## src/rtl/qabm_pkg.sv

```systemverilog
// qabm_pkg: shared constants, types and helpers of the quad audio balance mixer
package qabm_pkg;

    // sample and gain formats
    localparam int SAMPLE_BITS    = 20;
    localparam int GAIN_FRAC_BITS = 15;
    localparam int GAIN_BITS      = 16;
    localparam int OUT_BITS       = 16;
    localparam int PROD_BITS      = SAMPLE_BITS + GAIN_BITS;
    localparam int SUM_BITS       = PROD_BITS + 2;
    localparam int SHIFT_BITS     = $clog2(GAIN_FRAC_BITS + 3);

    // configuration port
    localparam int HOST_BITS   = 3;
    localparam int LAYOUT_BITS = 3;
    localparam int PDATA_BITS  = 32;
    localparam int PADDR_BITS  = 5;
    localparam int REG_IDX_BITS = 3;

    localparam logic [REG_IDX_BITS-1:0] REG_HOST_CHANNELS    = 3'd0;
    localparam logic [REG_IDX_BITS-1:0] REG_AUDIO_LAYOUT     = 3'd1;
    localparam logic [REG_IDX_BITS-1:0] REG_GAIN_FRONT_LEFT  = 3'd2;
    localparam logic [REG_IDX_BITS-1:0] REG_GAIN_FRONT_RIGHT = 3'd3;
    localparam logic [REG_IDX_BITS-1:0] REG_GAIN_REAR_LEFT   = 3'd4;
    localparam logic [REG_IDX_BITS-1:0] REG_GAIN_REAR_RIGHT  = 3'd5;

    // host channel counts
    localparam logic [HOST_BITS-1:0] HOST_MONO   = 3'd1;
    localparam logic [HOST_BITS-1:0] HOST_STEREO = 3'd2;
    localparam logic [HOST_BITS-1:0] HOST_QUAD   = 3'd4;

    // game audio layouts
    localparam logic [LAYOUT_BITS-1:0] LAYOUT_MONO      = 3'd0;
    localparam logic [LAYOUT_BITS-1:0] LAYOUT_STEREO_LR = 3'd1;
    localparam logic [LAYOUT_BITS-1:0] LAYOUT_STEREO_RL = 3'd2;
    localparam logic [LAYOUT_BITS-1:0] LAYOUT_QUAD_FLR  = 3'd3;
    localparam logic [LAYOUT_BITS-1:0] LAYOUT_QUAD_FRL  = 3'd4;
    localparam logic [LAYOUT_BITS-1:0] LAYOUT_QUAD_RLR  = 3'd5;
    localparam logic [LAYOUT_BITS-1:0] LAYOUT_QUAD_RRL  = 3'd6;
    localparam logic [LAYOUT_BITS-1:0] LAYOUT_SPLIT     = 3'd7;

    // reset values
    localparam logic [HOST_BITS-1:0]   HOST_RESET   = HOST_STEREO;
    localparam logic [LAYOUT_BITS-1:0] LAYOUT_RESET = LAYOUT_MONO;
    localparam logic [GAIN_BITS-1:0]   GAIN_UNITY   = 16'h8000;

    // number of samples averaged into one result
    typedef enum logic [1:0] {
        AVG_ONE,
        AVG_PAIR,
        AVG_QUAD
    } t_avg;

    // configuration as seen by the datapath
    typedef struct packed {
        logic [HOST_BITS-1:0]   host_channels;
        logic [LAYOUT_BITS-1:0] audio_layout;
        logic [GAIN_BITS-1:0]   gain_front_left;
        logic [GAIN_BITS-1:0]   gain_front_right;
        logic [GAIN_BITS-1:0]   gain_rear_left;
        logic [GAIN_BITS-1:0]   gain_rear_right;
    } t_cfg;

    // scaled frame between the scale and mix stages
    typedef struct packed {
        logic                        valid;
        logic signed [PROD_BITS-1:0] fl;
        logic signed [PROD_BITS-1:0] fr;
        logic signed [PROD_BITS-1:0] rl;
        logic signed [PROD_BITS-1:0] rr;
        logic                        swap;
        logic                        eob;
    } t_prod;

    // sign extend a scaled sample to sum width
    function automatic logic signed [SUM_BITS-1:0] sext_prod(
        input logic signed [PROD_BITS-1:0] p
    );
        return {{(SUM_BITS-PROD_BITS){p[PROD_BITS-1]}}, p};
    endfunction

    // divide by 2^(frac + extra) toward zero, then saturate to 16 bits
    function automatic logic signed [OUT_BITS-1:0] finish(
        input logic signed [SUM_BITS-1:0] sum,
        input t_avg                       avg
    );
        logic [SHIFT_BITS-1:0]      sh;
        logic signed [SUM_BITS-1:0] bias;
        logic signed [SUM_BITS-1:0] q;
        logic signed [SUM_BITS-1:0] sat_hi;
        logic signed [SUM_BITS-1:0] sat_lo;
        sat_hi = SUM_BITS'(32767);
        sat_lo = ~sat_hi;
        case (avg)
            AVG_ONE:  sh = SHIFT_BITS'(GAIN_FRAC_BITS);
            AVG_PAIR: sh = SHIFT_BITS'(GAIN_FRAC_BITS + 1);
            AVG_QUAD: sh = SHIFT_BITS'(GAIN_FRAC_BITS + 2);
            default:  sh = SHIFT_BITS'(GAIN_FRAC_BITS);
        endcase
        // negative values get a bias so the shift rounds toward zero
        bias = sum[SUM_BITS-1] ? ((SUM_BITS'(1) << sh) - SUM_BITS'(1)) : '0;
        q    = (sum + bias) >>> sh;
        if (q > sat_hi) begin
            q = sat_hi;
        end else if (q < sat_lo) begin
            q = sat_lo;
        end
        return q[OUT_BITS-1:0];
    endfunction

endpackage

```

## src/rtl/qabm_cfg.sv

```systemverilog
// qabm_cfg: register file behind the configuration port
module qabm_cfg (
    input  logic                                i_clk,
    input  logic                                i_rst_n,
    input  logic                                psel,
    input  logic                                penable,
    input  logic                                pwrite,
    input  logic [qabm_pkg::PADDR_BITS-1:0]     paddr,
    input  logic [qabm_pkg::PDATA_BITS-1:0]     pwdata,
    output logic [qabm_pkg::PDATA_BITS-1:0]     prdata,
    output logic                                pready,
    output qabm_pkg::t_cfg                      o_cfg
);

    qabm_pkg::t_cfg                        r_cfg;
    logic                                  wr_en;
    logic [qabm_pkg::REG_IDX_BITS-1:0]     reg_idx;

    assign pready  = 1'b1;
    assign wr_en   = psel && penable && pwrite;
    assign reg_idx = paddr[qabm_pkg::PADDR_BITS-1:2];

    // register writes
    always_ff @(posedge i_clk) begin
        if (!i_rst_n) begin
            r_cfg.host_channels    <= qabm_pkg::HOST_RESET;
            r_cfg.audio_layout     <= qabm_pkg::LAYOUT_RESET;
            r_cfg.gain_front_left  <= qabm_pkg::GAIN_UNITY;
            r_cfg.gain_front_right <= qabm_pkg::GAIN_UNITY;
            r_cfg.gain_rear_left   <= qabm_pkg::GAIN_UNITY;
            r_cfg.gain_rear_right  <= qabm_pkg::GAIN_UNITY;
        end else if (wr_en) begin
            case (reg_idx)
                qabm_pkg::REG_HOST_CHANNELS:
                    r_cfg.host_channels <= pwdata[qabm_pkg::HOST_BITS-1:0];
                qabm_pkg::REG_AUDIO_LAYOUT:
                    r_cfg.audio_layout <= pwdata[qabm_pkg::LAYOUT_BITS-1:0];
                qabm_pkg::REG_GAIN_FRONT_LEFT:
                    r_cfg.gain_front_left <= pwdata[qabm_pkg::GAIN_BITS-1:0];
                qabm_pkg::REG_GAIN_FRONT_RIGHT:
                    r_cfg.gain_front_right <= pwdata[qabm_pkg::GAIN_BITS-1:0];
                qabm_pkg::REG_GAIN_REAR_LEFT:
                    r_cfg.gain_rear_left <= pwdata[qabm_pkg::GAIN_BITS-1:0];
                qabm_pkg::REG_GAIN_REAR_RIGHT:
                    r_cfg.gain_rear_right <= pwdata[qabm_pkg::GAIN_BITS-1:0];
                default: ;
            endcase
        end
    end

    // read back
    always_comb begin
        case (reg_idx)
            qabm_pkg::REG_HOST_CHANNELS:
                prdata = qabm_pkg::PDATA_BITS'(r_cfg.host_channels);
            qabm_pkg::REG_AUDIO_LAYOUT:
                prdata = qabm_pkg::PDATA_BITS'(r_cfg.audio_layout);
            qabm_pkg::REG_GAIN_FRONT_LEFT:
                prdata = qabm_pkg::PDATA_BITS'(r_cfg.gain_front_left);
            qabm_pkg::REG_GAIN_FRONT_RIGHT:
                prdata = qabm_pkg::PDATA_BITS'(r_cfg.gain_front_right);
            qabm_pkg::REG_GAIN_REAR_LEFT:
                prdata = qabm_pkg::PDATA_BITS'(r_cfg.gain_rear_left);
            qabm_pkg::REG_GAIN_REAR_RIGHT:
                prdata = qabm_pkg::PDATA_BITS'(r_cfg.gain_rear_right);
            default:
                prdata = '0;
        endcase
    end

    assign o_cfg = r_cfg;

endmodule

```

## config.mk

```make
export PLATFORM = sky130hd
export DESIGN_NAME = qabm_cfg
export DESIGN_NICKNAME = d
export VERILOG_FILES = /design/src/rtl/qabm_pkg.sv /design/src/rtl/qabm_cfg.sv
export SDC_FILE = /design/constraint.sdc
export NUM_CORES = 1
export LEC_CHECK = 0
export ABC_AREA = 1
export BUFFER_PORTS_ARGS = -buffer_cell sky130_fd_sc_hd__buf_2
export CORE_AREA = 2 2 94 96
export DETAILED_ROUTE_END_ITERATION = 16
export DIE_AREA = 0 0 96 98
export PLACE_DENSITY_LB_ADDON = 0.1
export SLEW_MARGIN = 20
export SYNTH_ARGS = -nofsm -noshare
export SYNTH_HDL_FRONTEND = slang
export SYNTH_SLANG_ARGS = --single-unit
```

## constraint.sdc

```tcl
create_clock -name i_clk -period 1.15 [get_ports i_clk]
set_input_delay 0.23 -clock i_clk [delete_from_list [all_inputs] [get_ports i_clk]]
set_output_delay 0.23 -clock i_clk [all_outputs]
set_load 0.005 [all_outputs]
```

==> flow_summary.json <==
{
  "fp.dieW_um": 96,
  "initial_core_util_pct": 42.2,
  "clock_skew_ns": 0,
  "synthCells": 542,
  "gp_congestion": 0.817,
  "violations": "setup timing",
  "routedWlPerCell_um": 14.6,
  "async_reset_ff_share_pct": 0,
  "dr.first_iter.drc_count": 182,
  "worstSkewPairLatency_ns": 0.34,
  "wl_um": 12000,
  "synth_most_common_cell": "nand2_1",
  "cts_num_sinks": 70,
  "ir_worst_vdd_uv": 409,
  "power_density_nw_per_um2": 933,
  "antenna_left": 0,
  "htreeDepth": 3,
  "area_growth_pct": 48.7,
  "maxCapViolCount": 0,
  "port_buffers": 109,
  "cts_tree": "built",
  "antenna_found_initial": 0,
  "dpl_worst_slack_ns": -0.252,
  "status": "finished, violations left",
  "power.leakage_nw": 2.62,
  "slew_viol_final": 0,
  "netSwitchingFraction_pct": 27.7,
  "fp.coreArea_um2": 8470,
  "period_share_pct": 124,
  "crit_path_max_fanout": 5,
  "cts_buffers": 9,
  "grt-ovfl-total": 0,
  "synth_ff_type": "dfxtp_1",
  "synth_edf_count": 0,
  "dp_hpwl_um": 7790,
  "p_clk_share_pct": 34.0,
  "drc_errors": 0,
  "synth_area_um2": 3570,
  "rsz0062_at_grt": "yes",
  "power.switching_mw": 1.38,
  "cts.clk_slew.worst_paths_ns": 0.07,
  "max_freq_ghz": 0.703,
  "grt_pass1_wl_um": 17900,
  "insertedDiodeCount": 0,
  "setup_tns_ns": -3.87,
  "grtUsageTotal_pct": 24.4,
  "min_path_type": "in -> reg",
  "route.vias.total": 4139,
  "startpoint_type": "input pin",
  "ioPinCount": 145,
  "place_area_um2": 4490,
  "cts_root_buffer": "clkbuf_8",
  "clk_path_buf_depth": 2,
  "synthDistinctLibCells": 20,
  "largest_reg_flops": 70,
  "path_class": "in -> out",
  "setup_viol": 17,
  "viasPerCell": 5.06,
  "seqPwrFrac_pct": 50.1,
  "endpoint_kind": "output port",
  "synth_area_leaders": "dfxtp_1 (39%), nand2_1 (15%), nor2_1 (14%), nand4_1 (7.9%), nand3_1 (6.6%)",
  "drive_above_1_share_pct": 37.7,
  "report.final.hold_viol_count": 0,
  "cp.required_ns": 0.92,
  "ys_seq_area_share_pct": 39.2,
  "power_mw": 4.96,
  "row_count": 34,
  "dieHeight_um": 98,
  "fin_crit_ns": 1.42,
  "postSynthRegisterBits": 70,
  "grt_pass1_vias": 3565,
  "yosysTopAreaCellShare_pct": 39.2,
  "holdWs_ns": 0.119,
  "dieArea_um2": 9410,
  "synth_commonest_cells": "nand2_1 (144), nor2_1 (137), dfxtp_1 (70)",
  "postCtsHoldBufs": 0,
  "dr.pass1.iters": 4,
  "worst_ep_arrival_time_ns": 1.19,
  "nets": 748,
  "design_area_um2": 5320,
  "grt_max_degree": 42,
  "fin_ws_ns": -0.272,
  "combPwrFrac_pct": 15.9,
  "yosys_warnings": 0,
  "synth_top_area_cell": "dfxtp_1",
  "syn_avg_cell_area_um2": 6.60,
  "p_int_mw": 3.58
}
through the flow:
step	util, %	cells
global placement	53.0	763
finish	62.8	818
floorplan	-	557
detailed placement	53.0	763
global route	62.8	818
CTS	59.2	801
final timing paths:
| path | from | to | slack [ns] | cells after the start |
|---|---|---|---|---|
| setup / recovery | paddr[2] | prdata[15] | -0.27 | 8 |
| hold / removal | pwdata[1] | o_cfg[68] | 0.12 | 3 |
| setup reg to reg | o_cfg[33] | o_cfg[33] | 0.35 | 4 |
| hold reg to reg | o_cfg[63] | o_cfg[63] | 0.50 | 2 |
critical path: stages:
cell and delay (ns):
buf_12 0.12, buf_12 0.13, nor2_4 0.15, buf_12 0.15
clkbuf_16 0.15, nand2_1 0.05, nand4_1 0.09, buf_2 0.12
final cells by class:
cell class | count | area (um^2)
clock buffer | 11 | 131
clock inverter | 4 | 25.0
fill | 800 | 3150
inverter | 22 | 103
multi-input combinational | 410 | 1900
sequential | 70 | 1430
tap | 108 | 135
timing repair buffer | 193 | 1590
logic make-up (layout without fill, tap and decap cells):
group | Yosys count | after routing | synth area share, %
and+or+nand+nor | 387 | 387 | 47.4
buffers and inverters | 77 | 230 | 12.4
DFF | 70 | 70 | 39.2
AOI/OAI and AO/OA | 6 | 6 | 0.840
other | 2 | 17 | 0.210
per-layer routing:
metal  global-route usage, %  vias to the layer above  routed length (um)
met2                    38.3                      184                5750
li1                        -                     2027                   -
met4                    7.58                        0                 163
met5                       0                        -                   0
met3                    4.32                       15                 908
met1                    33.8                     1913                5130
layout by cell type (no fill, tap or decap), types with 3 or more instances in the layout:
| cell | n |
|---|---|
| clkbuf_8 | 9 |
| buf_6 | 24 |
| nand3_1 | 45 |
| nor2_1 | 135 |
| dfxtp_1 | 51 |
| inv_1 | 18 |
| conb_1 | 17 |
| nand3_2 | 5 |
| buf_12 | 18 |
| nand2_4 | 5 |
| nand2_2 | 18 |
| nor2_2 | 3 |
| buf_4 | 50 |
| nand2_1 | 123 |
| nor2_4 | 7 |
| o21ai_0 | 5 |
| nand4_1 | 45 |
| dfxtp_2 | 19 |
| buf_2 | 96 |
what timing repair did:
action	in CTS	in global routing
endpoints found under the setup margin	17	26
pin swaps	7	14
gates resized for setup	46	46
gates cloned	2	2
buffers inserted	21	18
power groups by stage:
stage	Clock, mW	Sequential [mW]	Combinational, mW
floorplan	0	2.53	0.395
detailed placement	0	2.54	0.614
global placement	0	2.54	0.609
finish	1.69	2.48	0.788
CTS	1.73	2.48	0.703
global route	1.83	2.49	0.860
(Power assumes the default switching activity.)
