--- src/rtl/qabm_pkg.sv ---
// qabm_pkg: shared constants, types and helpers of the quad audio balance mixer
package qabm_pkg;

    // sample and gain formats
    localparam int SAMPLE_BITS    = 20;
    localparam int GAIN_FRAC_BITS = 15;
    localparam int GAIN_BITS      = 16;
    localparam int OUT_BITS       = 16;
    localparam int PROD_BITS      = SAMPLE_BITS + GAIN_BITS;
    localparam int SUM_BITS       = PROD_BITS + 2;
    localparam int SHIFT_BITS     = $clog2(GAIN_FRAC_BITS + 3);

    // configuration port
    localparam int HOST_BITS   = 3;
    localparam int LAYOUT_BITS = 3;
    localparam int PDATA_BITS  = 32;
    localparam int PADDR_BITS  = 5;
    localparam int REG_IDX_BITS = 3;

    localparam logic [REG_IDX_BITS-1:0] REG_HOST_CHANNELS    = 3'd0;
    localparam logic [REG_IDX_BITS-1:0] REG_AUDIO_LAYOUT     = 3'd1;
    localparam logic [REG_IDX_BITS-1:0] REG_GAIN_FRONT_LEFT  = 3'd2;
    localparam logic [REG_IDX_BITS-1:0] REG_GAIN_FRONT_RIGHT = 3'd3;
    localparam logic [REG_IDX_BITS-1:0] REG_GAIN_REAR_LEFT   = 3'd4;
    localparam logic [REG_IDX_BITS-1:0] REG_GAIN_REAR_RIGHT  = 3'd5;

    // host channel counts
    localparam logic [HOST_BITS-1:0] HOST_MONO   = 3'd1;
    localparam logic [HOST_BITS-1:0] HOST_STEREO = 3'd2;
    localparam logic [HOST_BITS-1:0] HOST_QUAD   = 3'd4;

    // game audio layouts
    localparam logic [LAYOUT_BITS-1:0] LAYOUT_MONO      = 3'd0;
    localparam logic [LAYOUT_BITS-1:0] LAYOUT_STEREO_LR = 3'd1;
    localparam logic [LAYOUT_BITS-1:0] LAYOUT_STEREO_RL = 3'd2;
    localparam logic [LAYOUT_BITS-1:0] LAYOUT_QUAD_FLR  = 3'd3;
    localparam logic [LAYOUT_BITS-1:0] LAYOUT_QUAD_FRL  = 3'd4;
    localparam logic [LAYOUT_BITS-1:0] LAYOUT_QUAD_RLR  = 3'd5;
    localparam logic [LAYOUT_BITS-1:0] LAYOUT_QUAD_RRL  = 3'd6;
    localparam logic [LAYOUT_BITS-1:0] LAYOUT_SPLIT     = 3'd7;

    // reset values
    localparam logic [HOST_BITS-1:0]   HOST_RESET   = HOST_STEREO;
    localparam logic [LAYOUT_BITS-1:0] LAYOUT_RESET = LAYOUT_MONO;
    localparam logic [GAIN_BITS-1:0]   GAIN_UNITY   = 16'h8000;

    // number of samples averaged into one result
    typedef enum logic [1:0] {
        AVG_ONE,
        AVG_PAIR,
        AVG_QUAD
    } t_avg;

    // configuration as seen by the datapath
    typedef struct packed {
        logic [HOST_BITS-1:0]   host_channels;
        logic [LAYOUT_BITS-1:0] audio_layout;
        logic [GAIN_BITS-1:0]   gain_front_left;
        logic [GAIN_BITS-1:0]   gain_front_right;
        logic [GAIN_BITS-1:0]   gain_rear_left;
        logic [GAIN_BITS-1:0]   gain_rear_right;
    } t_cfg;

    // scaled frame between the scale and mix stages
    typedef struct packed {
        logic                        valid;
        logic signed [PROD_BITS-1:0] fl;
        logic signed [PROD_BITS-1:0] fr;
        logic signed [PROD_BITS-1:0] rl;
        logic signed [PROD_BITS-1:0] rr;
        logic                        swap;
        logic                        eob;
    } t_prod;

    // sign extend a scaled sample to sum width
    function automatic logic signed [SUM_BITS-1:0] sext_prod(
        input logic signed [PROD_BITS-1:0] p
    );
        return {{(SUM_BITS-PROD_BITS){p[PROD_BITS-1]}}, p};
    endfunction

    // divide by 2^(frac + extra) toward zero, then saturate to 16 bits
    function automatic logic signed [OUT_BITS-1:0] finish(
        input logic signed [SUM_BITS-1:0] sum,
        input t_avg                       avg
    );
        logic [SHIFT_BITS-1:0]      sh;
        logic signed [SUM_BITS-1:0] bias;
        logic signed [SUM_BITS-1:0] q;
        logic signed [SUM_BITS-1:0] sat_hi;
        logic signed [SUM_BITS-1:0] sat_lo;
        sat_hi = SUM_BITS'(32767);
        sat_lo = ~sat_hi;
        case (avg)
            AVG_ONE:  sh = SHIFT_BITS'(GAIN_FRAC_BITS);
            AVG_PAIR: sh = SHIFT_BITS'(GAIN_FRAC_BITS + 1);
            AVG_QUAD: sh = SHIFT_BITS'(GAIN_FRAC_BITS + 2);
            default:  sh = SHIFT_BITS'(GAIN_FRAC_BITS);
        endcase
        // negative values get a bias so the shift rounds toward zero
        bias = sum[SUM_BITS-1] ? ((SUM_BITS'(1) << sh) - SUM_BITS'(1)) : '0;
        q    = (sum + bias) >>> sh;
        if (q > sat_hi) begin
            q = sat_hi;
        end else if (q < sat_lo) begin
            q = sat_lo;
        end
        return q[OUT_BITS-1:0];
    endfunction

endpackage

--- src/rtl/qabm_if.sv ---
// qabm_if: frame and result channel interfaces of the quad audio balance mixer

// input frame channel
interface qabm_in_if;
    logic                                      valid;
    logic                                      ready;
    logic signed [qabm_pkg::SAMPLE_BITS-1:0]   front_left;
    logic signed [qabm_pkg::SAMPLE_BITS-1:0]   front_right;
    logic signed [qabm_pkg::SAMPLE_BITS-1:0]   rear_left;
    logic signed [qabm_pkg::SAMPLE_BITS-1:0]   rear_right;
    logic                                      swap_sides;
    logic                                      end_of_block;

    modport source (
        output valid, front_left, front_right, rear_left, rear_right,
               swap_sides, end_of_block,
        input  ready
    );
    modport sink (
        input  valid, front_left, front_right, rear_left, rear_right,
               swap_sides, end_of_block,
        output ready
    );
endinterface


--- src/rtl/qabm_scale.sv ---
// qabm_scale: input register and per-channel balance gain multipliers
module qabm_scale (
    input  logic             i_clk,
    input  logic             i_rst_n,
    qabm_in_if.sink          i_in,
    input  qabm_pkg::t_cfg   i_cfg,
    output qabm_pkg::t_prod  o_prod,
    input  logic             i_prod_ready
);

    logic                                    r_v1;
    logic signed [qabm_pkg::SAMPLE_BITS-1:0] r_fl;
    logic signed [qabm_pkg::SAMPLE_BITS-1:0] r_fr;
    logic signed [qabm_pkg::SAMPLE_BITS-1:0] r_rl;
    logic signed [qabm_pkg::SAMPLE_BITS-1:0] r_rr;
    logic                                    r_swap1;
    logic                                    r_eob1;
    qabm_pkg::t_prod                         r_prod;
    logic                                    rdy1;
    logic                                    rdy2;
    logic signed [qabm_pkg::PROD_BITS-1:0]   n_fl;
    logic signed [qabm_pkg::PROD_BITS-1:0]   n_fr;
    logic signed [qabm_pkg::PROD_BITS-1:0]   n_rl;
    logic signed [qabm_pkg::PROD_BITS-1:0]   n_rr;

    // each stage moves on when empty or when the next one takes its item
    assign rdy2       = !r_prod.valid || i_prod_ready;
    assign rdy1       = !r_v1 || rdy2;
    assign i_in.ready = rdy1;

    // input register
    always_ff @(posedge i_clk) begin
        if (!i_rst_n) begin
            r_v1 <= 1'b0;
        end else if (rdy1) begin
            r_v1 <= i_in.valid;
        end
        if (rdy1 && i_in.valid) begin
            r_fl    <= i_in.front_left;
            r_fr    <= i_in.front_right;
            r_rl    <= i_in.rear_left;
            r_rr    <= i_in.rear_right;
            r_swap1 <= i_in.swap_sides;
            r_eob1  <= i_in.end_of_block;
        end
    end

    // four gain multipliers, gains taken as unsigned
    assign n_fl = r_fl * $signed({1'b0, i_cfg.gain_front_left});
    assign n_fr = r_fr * $signed({1'b0, i_cfg.gain_front_right});
    assign n_rl = r_rl * $signed({1'b0, i_cfg.gain_rear_left});
    assign n_rr = r_rr * $signed({1'b0, i_cfg.gain_rear_right});

    // product register
    always_ff @(posedge i_clk) begin
        if (!i_rst_n) begin
            r_prod.valid <= 1'b0;
        end else if (rdy2) begin
            r_prod.valid <= r_v1;
        end
        if (rdy2 && r_v1) begin
            r_prod.fl   <= n_fl;
            r_prod.fr   <= n_fr;
            r_prod.rl   <= n_rl;
            r_prod.rr   <= n_rr;
            r_prod.swap <= r_swap1;
            r_prod.eob  <= r_eob1;
        end
    end

    assign o_prod = r_prod;

    // an accepted frame is held in the input register next cycle
    a_in_held: assert property (@(posedge i_clk) disable iff (!i_rst_n)
        (i_in.valid && i_in.ready) |=> r_v1)
        else $error("accepted frame lost at input register");

    // a full input register with a blocked product stage keeps its item
    a_stall_keep: assert property (@(posedge i_clk) disable iff (!i_rst_n)
        (r_v1 && !rdy2) |=> (r_v1 && $stable(r_fl) && $stable(r_eob1)))
        else $error("input register changed while stalled");

endmodule

--- src/flat_wrapper.sv ---
// flat-port wrapper written by rule: the top's interface ports become plain ports
module qabm_scale_flat 
  (i_clk, i_rst_n, i_cfg, o_prod, i_prod_ready, i_in_valid, i_in_front_left, i_in_front_right, i_in_rear_left, i_in_rear_right, i_in_swap_sides, i_in_end_of_block, i_in_ready);
  qabm_in_if i_in_i ();
  input  logic i_clk;
  input  logic i_rst_n;
  input  qabm_pkg::t_cfg i_cfg;
  output qabm_pkg::t_prod o_prod;
  input  logic i_prod_ready;
  input wire logic [$bits(i_in_i.valid)-1:0] i_in_valid;
  input wire logic [$bits(i_in_i.front_left)-1:0] i_in_front_left;
  input wire logic [$bits(i_in_i.front_right)-1:0] i_in_front_right;
  input wire logic [$bits(i_in_i.rear_left)-1:0] i_in_rear_left;
  input wire logic [$bits(i_in_i.rear_right)-1:0] i_in_rear_right;
  input wire logic [$bits(i_in_i.swap_sides)-1:0] i_in_swap_sides;
  input wire logic [$bits(i_in_i.end_of_block)-1:0] i_in_end_of_block;
  output wire logic [$bits(i_in_i.ready)-1:0] i_in_ready;
  assign i_in_i.valid = i_in_valid;
  assign i_in_i.front_left = i_in_front_left;
  assign i_in_i.front_right = i_in_front_right;
  assign i_in_i.rear_left = i_in_rear_left;
  assign i_in_i.rear_right = i_in_rear_right;
  assign i_in_i.swap_sides = i_in_swap_sides;
  assign i_in_i.end_of_block = i_in_end_of_block;
  assign i_in_ready = i_in_i.ready;
  qabm_scale u_core (.i_clk(i_clk), .i_rst_n(i_rst_n), .i_in(i_in_i), .i_cfg(i_cfg), .o_prod(o_prod), .i_prod_ready(i_prod_ready));
endmodule
--- config.mk ---
export PLATFORM = sky130hd
export DESIGN_NAME = qabm_scale_flat
export DESIGN_NICKNAME = d
export VERILOG_FILES = /design/src/rtl/qabm_pkg.sv /design/src/rtl/qabm_if.sv /design/src/rtl/qabm_scale.sv /design/src/flat_wrapper.sv
export SDC_FILE = /design/constraint.sdc
export NUM_CORES = 2
export LEC_CHECK = 0
export BUFFER_PORTS_ARGS = -buffer_cell sky130_fd_sc_hd__buf_4
export CORE_ASPECT_RATIO = 0.5
export CORE_MARGIN = 1
export CORE_UTILIZATION = 30
export CTS_BUF_LIST = sky130_fd_sc_hd__clkbuf_16
export DETAILED_ROUTE_END_ITERATION = 8
export GPL_TIMING_DRIVEN = 0
export PLACE_DENSITY = 0.52
export SLEW_MARGIN = 10
export SYNTH_ARGS = -nofsm -noshare
export SYNTH_HDL_FRONTEND = slang
export SYNTH_SLANG_ARGS = --single-unit
--- constraint.sdc ---
create_clock -name i_clk -period 12.29 [get_ports i_clk]
set_clock_uncertainty 0.15 [all_clocks]
set_input_delay 0.6145 -clock i_clk [delete_from_list [all_inputs] [get_ports i_clk]]
set_output_delay 0.6145 -clock i_clk [all_outputs]
set_load 0.02 [all_outputs]
==> flow_summary_export.csv <==
group,metric,value,unit
outcome,outcome,"complete, no violations",
worst_setup_path,slowest_stage,"clkbuf_1",
routing,drt_iter0_markers,1966,
worst_setup_path,required,12480,ps
min_path,hold_class,"in -> reg",
yosys,synth-async-reset-ratio,0,%
worst_setup_path,path_cells,"clkbuf_1, nand2_1, fa_1, inv_1, fa_1, inv_1, fa_1, inv_1, fa_1, fa_1, inv_1, fa_1, inv_1, ha_1, nand3_1, nor2_1, o21ai_0, a21oi_1, o21ai_0, a21oi_1, a21oi_1, o41ai_1, xor2_1",
routing,finalWirelength,146000,um
routing,dr.pass1.iters,5,
global_route,globalRouteTotalUtil,16.6,%
yosys,synth.distinct_cells,75,
clock_tree,post_cts_buffers,0,
worst_setup_path,worstPathArrival,8190,ps
routing,vias,37129,
yosys,synth_edf_count,228,
global_route,grt_max_degree,46,
global_route,grt_first_pass_wirelength,233000,um
routing,antenna_left,0,
clock_tree,path_clk_slew,70,ps
timing,max_freq,125,MHz
floorplanning,coreArea,0.178,mm^2
clock_tree,cts_root_buffer,"clkbuf_16",
clock_tree,clk_latency,680,ps
clock_tree,numCtsBuffers,30,
floorplanning,dieArea,0.183,mm^2
yosys,syn_area_per_cell,9.62,um^2
yosys,ys_ff_latch,230,
floorplanning,die_h,303,um
yosys,syn-cell-area,0.0543,mm^2
worst_setup_path,endpoint_kind,"flip-flop",
timing,finalCritPeriodShare,65.0,%
clock_tree,ctsHtreeMaxLevel,1,
placement,place_congestion,0.898,
timing,final_hold_viol_count,0,
timing,relSlewSlack,44.8,%
clock_tree,clock_sinks,230,
floorplanning,num_rows,109,
timing,grt_setup_unrepaired,"no",
global_route,grt_pass1_vias,40267,
yosys,yosys_warnings,0,
worst_setup_path,crit_top_cell,"fa_1",
layout,drive_gt1_share,5.36,%
layout,nNetsFinal,7780,
routing,wl_per_cell,17.4,um
global_route,antenna_found_initial,2,
worst_setup_path,path_class,"reg -> reg",
yosys,ys_seq_area_share,12.7,%
worst_setup_path,crit_path_max_fanout,10,
routing,viasPerCell,4.41,
yosys,netlist_instances,5643,
floorplanning,start_util,30.5,%
floorplanning,io_pins,304,
timing,min_period,7990,ps
clock_tree,clk_path_buf_depth,3,
timing,drv_slew,0,
yosys,syn-num-nets,7423,
layout,syn2layout_area_growth,12.6,%
placement,io_buffers,233,
timing,worst_slew_pin_slew,828,ps
worst_setup_path,crit_buf_inv,6,
layout,fin_util,34.3,%
clock_tree,cts_tree,"done",
worst_setup_path,crit_path_max_incr_delay,630,ps
worst_setup_path,critical_path.top_delay_family,"adder cells",
flow_run,maxCapViolCount,0,
global_route,grt_overflow,0,
yosys,ys.flop_type,"edfxtp_1",
timing,setup_violations,0,
worst_setup_path,cp-start-kind,"flip-flop",
floorplanning,die_x,604,um
placement,dp.final_hpwl,125000,um
routing,drc,0,
[tightest hold or removal path, cell delays in order]
cell and delay, ps:
buf_4 80, nor2b_1 80, o21a_1 180
[cells in the mapped netlist, types with 3 or more instances]
| master | instances | area, um^2 |
|---|---|---|
| and2_1 | 532 | 3330 |
| nand4_1 | 8 | 50.1 |
| o211ai_1 | 4 | 30.0 |
| nand2b_1 | 13 | 81.3 |
| o31ai_1 | 4 | 30.0 |
| o2111ai_1 | 4 | 35.0 |
| o21ai_0 | 38 | 190 |
| fa_1 | 1264 | 25300 |
| edfxtp_1 | 228 | 6850 |
| a31oi_1 | 9 | 56.3 |
| a211o_1 | 5 | 43.8 |
| a21oi_1 | 96 | 480 |
| nand2_1 | 798 | 3000 |
| nor2b_1 | 20 | 125 |
| a21o_1 | 57 | 428 |
| clkbuf_1 | 218 | 818 |
| nor3_1 | 18 | 90.1 |
| a211oi_1 | 10 | 75.1 |
| mux2i_1 | 3 | 30.0 |
| xor2_1 | 35 | 307 |
| o21bai_1 | 11 | 82.6 |
| nor4b_1 | 3 | 26.3 |
| xnor2_1 | 113 | 990 |
| a311o_1 | 3 | 30.0 |
| or3_1 | 5 | 31.3 |
| a221o_1 | 4 | 40.0 |
| nor3b_1 | 3 | 22.5 |
| inv_1 | 1568 | 5890 |
| nand3_1 | 22 | 110 |
| o21a_1 | 15 | 113 |
| o21ai_1 | 20 | 100 |
| nor4_1 | 3 | 18.8 |
| nor2_1 | 79 | 297 |
| ha_1 | 360 | 4500 |
| a311oi_1 | 3 | 26.3 |
| and3_1 | 15 | 93.8 |
[registers in the layout, indices dropped and copies added (netlist names)]
name,cells
u_core.r_eob1,1
u_core.r_fl,20
u_core.r_rl,20
u_core.o_prod,147
u_core.r_fr,20
u_core.r_rr,20
u_core.r_v1,1
u_core.r_swap1,1
[cell usage in the layout (no fill, tap or decap), types with 10 or more instances in the layout]
cell,Yosys,routed
a211oi_1,10,10
buf_4,0,233
clkbuf_1,218,218
o21bai_1,11,11
dlygate4sd3_1,0,84
nor2b_1,20,19
edfxtp_1,228,228
fa_1,1264,1264
nand3_1,22,22
nor3_1,18,18
o21ai_1,20,20
xor2_1,35,35
a21oi_1,96,96
o21ai_0,38,38
nand2b_1,13,13
nand2_1,798,798
ha_1,360,360
xnor2_1,113,113
inv_1,1568,1570
a21o_1,57,57
nor2_1,79,79
and2_1,532,531
and3_1,15,15
clkbuf_16,0,31
o21a_1,15,15
[path summary, 6_finish.rpt]
kind | start | to | slack (ps) | depth (start not counted)
setup / recovery | u_core.r_fr[7] | u_core.o_prod[108] | 4300 | 23
hold / removal | i_prod_ready | u_core.o_prod[146] | 190 | 3
setup reg to reg | u_core.r_fr[7] | u_core.o_prod[108] | 4300 | 23
hold reg to reg | u_core.r_eob1 | u_core.o_prod[0] | 280 | 0
[timing repair]
action	in CTS	in global routing
hold buffers	84	0
gates resized for setup	0	0
hold endpoints to repair	84	0
[metrics by stage]
step | worst slack, ps | setup TNS, ps | cell area (um^2) | hold slack [ps] | instances
2_1_floorplan | 4320 | 0 | 54300 | 250 | 5643
4_1_cts | 4320 | 0 | 61100 | 102 | 8410
5_1_grt | 3890 | 0 | 61100 | 137 | 8412
6_report | 4300 | 0 | 61100 | 193 | 8413
3_3_place_gp | -1810 | -258460 | 59000 | 252 | 8262
3_5_place_dp | 4350 | 0 | 59200 | 265 | 8270
[cell families after synthesis]
logic type | Yosys count | share of synthesized area (%)
simple gates | 1533 | 13.6
compound gates | 315 | 3.95
mux | 5 | 0.0968
fa+ha+maj | 1624 | 54.9
buf+inv | 1788 | 12.4
xor+xnor | 148 | 2.39
flops | 230 | 12.7
[metal layers]
layer	up-vias	track usage, %	part of all wire [%]
li1	17086	-	-
met2	749	29.4	50
met4	0	5.06	3.5
met1	19113	21.5	43
met5	-	0	0
met3	181	1.79	4.3
[area by class of cell]
type / instances / area [um^2]
Fill cell: 18511 / 117000
Multi-Input combinational cell: 3625 / 40700
Sequential cell: 230 / 6890
Inverter: 1569 / 5890
Tap cell: 2386 / 2990
Timing Repair Buffer: 325 / 2770
Buffer: 219 / 830
Clock buffer: 31 / 776
Clock inverter: 25 / 279
Antenna cell: 3 / 7.51
Power is left out: the tool's default activity adds up to more than one toggle a clock period on the data nets, which glitch-free logic cannot reach.
